$ cat src/hw/rtl/dspd_pkg.sv
// ----------------------------------------------------------------------------
// dspd_pkg
// Shared types and constants for the dual side PID drive unit.
// ----------------------------------------------------------------------------
package dspd_pkg;

    // Gain format: unsigned Q0.16, speed = floor(sum / 2^(GAIN_FRAC+1))
    localparam int GAIN_W     = 16;
    localparam int GAIN_FRAC  = 16;
    localparam int SHIFT      = GAIN_FRAC + 1;

    // Integral accumulator, split in two halves for the multiplier
    localparam int INTEG_W    = 48;
    localparam int INTEG_HALF = INTEG_W / 2;

    // Full weighted sum width: gain times integral plus headroom
    localparam int TOT_W      = INTEG_W + GAIN_W + 2;

    localparam int SPEED_W    = 8;
    localparam int LIMIT_W    = 7;
    localparam int STOP_W     = 16;
    localparam logic [LIMIT_W-1:0] SPEED_MAX = 7'd100;

    // Result transfer packing: left, right, done, padded to bytes
    localparam int OUT_BITS   = 2 * SPEED_W + 1;
    localparam int OUT_W      = ((OUT_BITS + 7) / 8) * 8;

    // Stages: error, integral, multiply, partial sum, clamp, output
    localparam int PIPE_DEPTH = 6;

    // Configuration register indexes
    localparam int REG_IDX_W  = 3;
    typedef enum logic [REG_IDX_W-1:0] {
        REG_TARGET      = 3'd0,
        REG_GAIN_P      = 3'd1,
        REG_GAIN_I      = 3'd2,
        REG_GAIN_D      = 3'd3,
        REG_STOP_BAND   = 3'd4,
        REG_SPEED_LIMIT = 3'd5
    } dspd_reg_idx_t;

    // Reset values
    localparam logic [GAIN_W-1:0]  GAIN_P_RST      = 16'd6554;
    localparam logic [GAIN_W-1:0]  GAIN_I_RST      = 16'd1704;
    localparam logic [GAIN_W-1:0]  GAIN_D_RST      = 16'd6554;
    localparam logic [STOP_W-1:0]  STOP_BAND_RST   = 16'd20;
    localparam logic [LIMIT_W-1:0] SPEED_LIMIT_RST = 7'd95;

    // Gain and limit settings shared by both lanes
    typedef struct packed {
        logic [GAIN_W-1:0]  gain_p;
        logic [GAIN_W-1:0]  gain_i;
        logic [GAIN_W-1:0]  gain_d;
        logic [STOP_W-1:0]  stop_band;
        logic [LIMIT_W-1:0] speed_limit;
    } dspd_cfg_t;

    // Per-stage load enables driven by the top level pipeline control
    typedef struct packed {
        logic ld_err;
        logic ld_integ;
        logic ld_mult;
        logic ld_sum;
        logic ld_clamp;
    } dspd_lane_en_t;

endpackage

$ cat src/hw/rtl/dspd_merge.sv
// ----------------------------------------------------------------------------
// dspd_merge
// Combines the two lane results: stop band override, sign for a negative
// target, done flag, and the result output register.
// ----------------------------------------------------------------------------
module dspd_merge (
    input  logic                                aclk,
    input  logic                                ld,
    input  logic                                target_neg,
    input  logic signed [dspd_pkg::SPEED_W-1:0] left_in,
    input  logic                                left_stop,
    input  logic signed [dspd_pkg::SPEED_W-1:0] right_in,
    input  logic                                right_stop,
    output logic signed [dspd_pkg::SPEED_W-1:0] left_speed,
    output logic signed [dspd_pkg::SPEED_W-1:0] right_speed,
    output logic                                done_res
);

    logic signed [dspd_pkg::SPEED_W-1:0] left_gate;
    logic signed [dspd_pkg::SPEED_W-1:0] right_gate;
    logic signed [dspd_pkg::SPEED_W-1:0] left_c;
    logic signed [dspd_pkg::SPEED_W-1:0] right_c;
    logic signed [dspd_pkg::SPEED_W-1:0] left_reg;
    logic signed [dspd_pkg::SPEED_W-1:0] right_reg;
    logic                                done_reg;

    // stop band override, then sign flip for a negative target
    always_comb begin
        left_gate  = left_stop  ? '0 : left_in;
        right_gate = right_stop ? '0 : right_in;
        left_c     = target_neg ? -left_gate  : left_gate;
        right_c    = target_neg ? -right_gate : right_gate;
    end

    always_ff @(posedge aclk) begin
        if (ld) begin
            left_reg  <= left_c;
            right_reg <= right_c;
            done_reg  <= (left_c == '0) && (right_c == '0);
        end
    end

    assign left_speed  = left_reg;
    assign right_speed = right_reg;
    assign done_res    = done_reg;

endmodule

$ cat config.mk
export PLATFORM = sky130hd
export DESIGN_NAME = dspd_merge
export DESIGN_NICKNAME = d
export VERILOG_FILES = /design/src/hw/rtl/dspd_pkg.sv /design/src/hw/rtl/dspd_merge.sv
export SDC_FILE = /design/constraint.sdc
export NUM_CORES = 1
export LEC_CHECK = 0
export ABC_AREA = 1
export ABC_CLOCK_PERIOD_IN_PS = 1900
export BUFFER_PORTS_ARGS = -buffer_cell sky130_fd_sc_hd__buf_2
export CORE_AREA = 2 2 53 50
export CTS_CLUSTER_SIZE = 10
export DETAILED_ROUTE_END_ITERATION = 7
export DIE_AREA = 0 0 55 52
export PLACE_DENSITY_LB_ADDON = 0.2
export SYNTH_ARGS = -nofsm -noshare
export SYNTH_HDL_FRONTEND = slang
export SYNTH_SLANG_ARGS = --single-unit
$ cat constraint.sdc
create_clock -name aclk -period 1.9 [get_ports aclk]
set_input_delay 0 -clock aclk [delete_from_list [all_inputs] [get_ports aclk]]
set_output_delay 0 -clock aclk [all_outputs]
set_load 0.05 [all_outputs]
==> results.py <==
metrics = {
    "run_status": {
        "status": "completed",
    },
    "worst_setup_path": {
        "worstSetupStartpoint": "right_stop",
        "crit_type": "primary input to flip-flop",
        "cp.depth": 11,
        "endpoint": "done_res$_DFFE_PP_",
        "end_kind": "flip-flop",
        "path_max_fanout": 13,
        "startpoint_type": "primary input",
        "crit_family": "simple AND/OR/NAND/NOR gates",
        "slowest_stage": "ha_1",
        "max_stage_delay_ns": 0.25,
        "path_buf_inv": 3,
        "cp_common_cell": "nor2_1",
        "cp.arrival_ns": 1.26,
        "worstPathRequired_ns": 1.94,
        "path_cells": "buf_2 -> inv_2 -> nand2_2 -> ha_1 -> nor2_1 -> xnor2_1 -> inv_1 -> nand3_1 -> nor2_1 -> nand3_1 -> nor2_1",
    },
    "synthesis": {
        "syn_avg_cell_area_sq_um": 8.41,
        "synth-warning-count": 0,
        "netlist.area_leader.share": 0.443,
        "synth_area_leader_cell": "edfxtp_1",
        "ys_seq_area_frac": 0.443,
        "postSynthCellCount": 137,
        "synth_area_leaders": "edfxtp_1, nand2_1, nand3_1",
        "syn-num-nets": 160,
        "synth_area_sq_mm": 0.00115,
        "synth_seq_cells": 17,
        "synth.distinct_cells": 23,
    },
    "detailed_routing": {
        "drtPass1Iterations": 4,
        "wl_per_cell_microns": 10.6,
        "drc": 0,
        "drt-initial-drc-count": 39,
        "via_count": 1002,
        "detail_route.wirelength_microns": 2140,
        "postRouteAntennaNets": 0,
        "vias_per_cell": 4.94,
    },
    "layout": {
        "diodes": 0,
        "final_nets": 199,
        "stdcell_count": 203,
        "fillers": 232,
        "drive_gt1_frac": 0.360,
        "final_common_cell": "nand2_1",
        "area_growth_pct": 18.5,
        "multiInputGateArea_sq_um": 544,
        "seq_area_sq_um": 510,
        "final_cell_mix": "nand2_1, buf_2, edfxtp_1, nand3_1, inv_1",
    },
    "sta": {
        "hold_viol_final": 0,
        "max_slew_margin": 0.740,
        "period_share": 0.640,
        "fmax_ghz": 0.822,
        "tns_ns": 0,
        "slew_viol_final": 0,
        "holdWs_ns": 0.0409,
        "setup_viol": 0,
        "layout_min_cycle_time_ns": 1.22,
        "worst_pin_slew_ns": 0.389,
        "rsz0062_at_grt": "no",
    },
    "floorplanning": {
        "die_area_sq_mm": 0.00286,
        "die_x_microns": 55,
        "rows": 17,
        "die_h_microns": 52,
        "num_io_pins": 38,
        "coreArea_sq_mm": 0.00234,
        "start_util": 0.493,
    },
    "hold_path": {
        "hold_class": "primary input to flip-flop",
    },
    "clock_network": {
        "clockBufferDepth": 2,
        "post_cts_buffers": 0,
        "ctsHoldBuffers": 0,
        "cts_root_buffer": "clkbuf_4",
        "cts_buffers": 3,
        "clock_sinks": 17,
        "cts_tree": "done",
        "cts_resized": 0,
        "htree_num_levels": 1,
        "clk_pin_slew_ns": 0.08,
    },
    "power_and_ir_drop": {
        "netSwitchingPower_w": 0.000365,
        "p_int_w": 0.000635,
        "p_comb_frac": 0.357,
        "swShare": 0.365,
        "clkPwrFrac": 0.177,
        "pwr-share-seq": 0.466,
        "powerDensity_mw_per_mm2": 732,
        "vdd_ir_drop_max_mv": 0.502,
        "leakage_nw": 0.703,
    },
    "global_route": {
        "antenna_found_initial": 0,
        "grt_pass1_vias": 816,
        "track_usage": 0.165,
        "grt_pass1_wl_microns": 3390,
        "grt_overflow": 0,
        "grt_max_degree": 23,
    },
    "job": {
        "max_cap_viol_count": 0,
    },
    "placement": {
        "port_buffers": 37,
        "hpwl_microns": 1800,
        "place_inst": 199,
        "place_congestion": 0.878,
    },
}
[layout make-up]
| cell class | instances | area share |
|---|---|---|
| timing repair buffer | 38 | 0.141 |
| clock buffer | 4 | 0.0192 |
| multi-input combinational | 101 | 0.399 |
| sequential | 17 | 0.374 |
| tap | 28 | 0.0257 |
| inverter | 15 | 0.0412 |
[power by group through the flow]
stage	sequential, W	clock, W	combinational, W
2_1_floorplan	0.000609	0	0.000138
4_1_cts	0.000467	0.000185	0.000358
3_5_place_dp	0.000475	0	0.000357
6_report	0.000466	0.000177	0.000357
3_3_place_gp	0.000473	0	0.000349
5_1_grt	0.000470	0.000199	0.000390
[kinds of logic after synthesis]
logic type / synth area share
adders and majority gates: 0.0217
xor gates and xnor gates: 0.0152
AOI/OAI and AO/OA: 0.0434
DFF: 0.443
buffers and inverters: 0.0847
and+or+nand+nor: 0.392
[routing by layer]
layer,global-route usage,share of wire,up-vias
met1,0.219,0.43,438
li1,-,-,526
met4,0.0650,0.011,0
met3,0.0201,0.071,2
met2,0.270,0.48,36
met5,0,0,-
[through the flow]
stage	setup slack (ns)	util	area, sq um	total power [W]
after CTS	0.683	0.583	1370	0.00101
after global routing	0.544	0.583	1370	0.00106
after detailed placement	0.371	0.572	1340	0.000832
after global placement	0.416	0.572	1340	0.000822
after floorplan	0.700	-	1150	0.000747
final	0.684	0.583	1370	0.00100
[state kept, by name, summed over array words and instances, names as in the netlist]
name / cells
left_speed: 8
right_speed: 8
done_res: 1
[how the worst min path moves through the flow]
stage / endpoint / start / depth (start not counted) / slack, ns
after floorplan: done_res$_DFFE_PP_ / ld / 0 / 0.11
after global placement: right_speed[0]$_DFFE_PP_ / right_in[0] / 3 / 0.32
after detailed placement: right_speed[0]$_DFFE_PP_ / right_in[0] / 3 / 0.33
after CTS: right_speed[0]$_DFFE_PP_ / right_in[0] / 3 / 0.03
after global routing: right_speed[0]$_DFFE_PP_ / right_in[0] / 3 / 0.05
final: right_speed[0]$_DFFE_PP_ / right_in[0] / 3 / 0.04
[cells in the mapped netlist (all sizes together)]
cell type  number
o21a            1
nand3          18
nand4           1
nand2          56
inv            15
nor2           11
buf             4
o21ai           7
or2             1
ha              2
nand3b          2
edfxtp         17
xnor2           2
No activity file was read; power rests on OpenSTA's default activity.
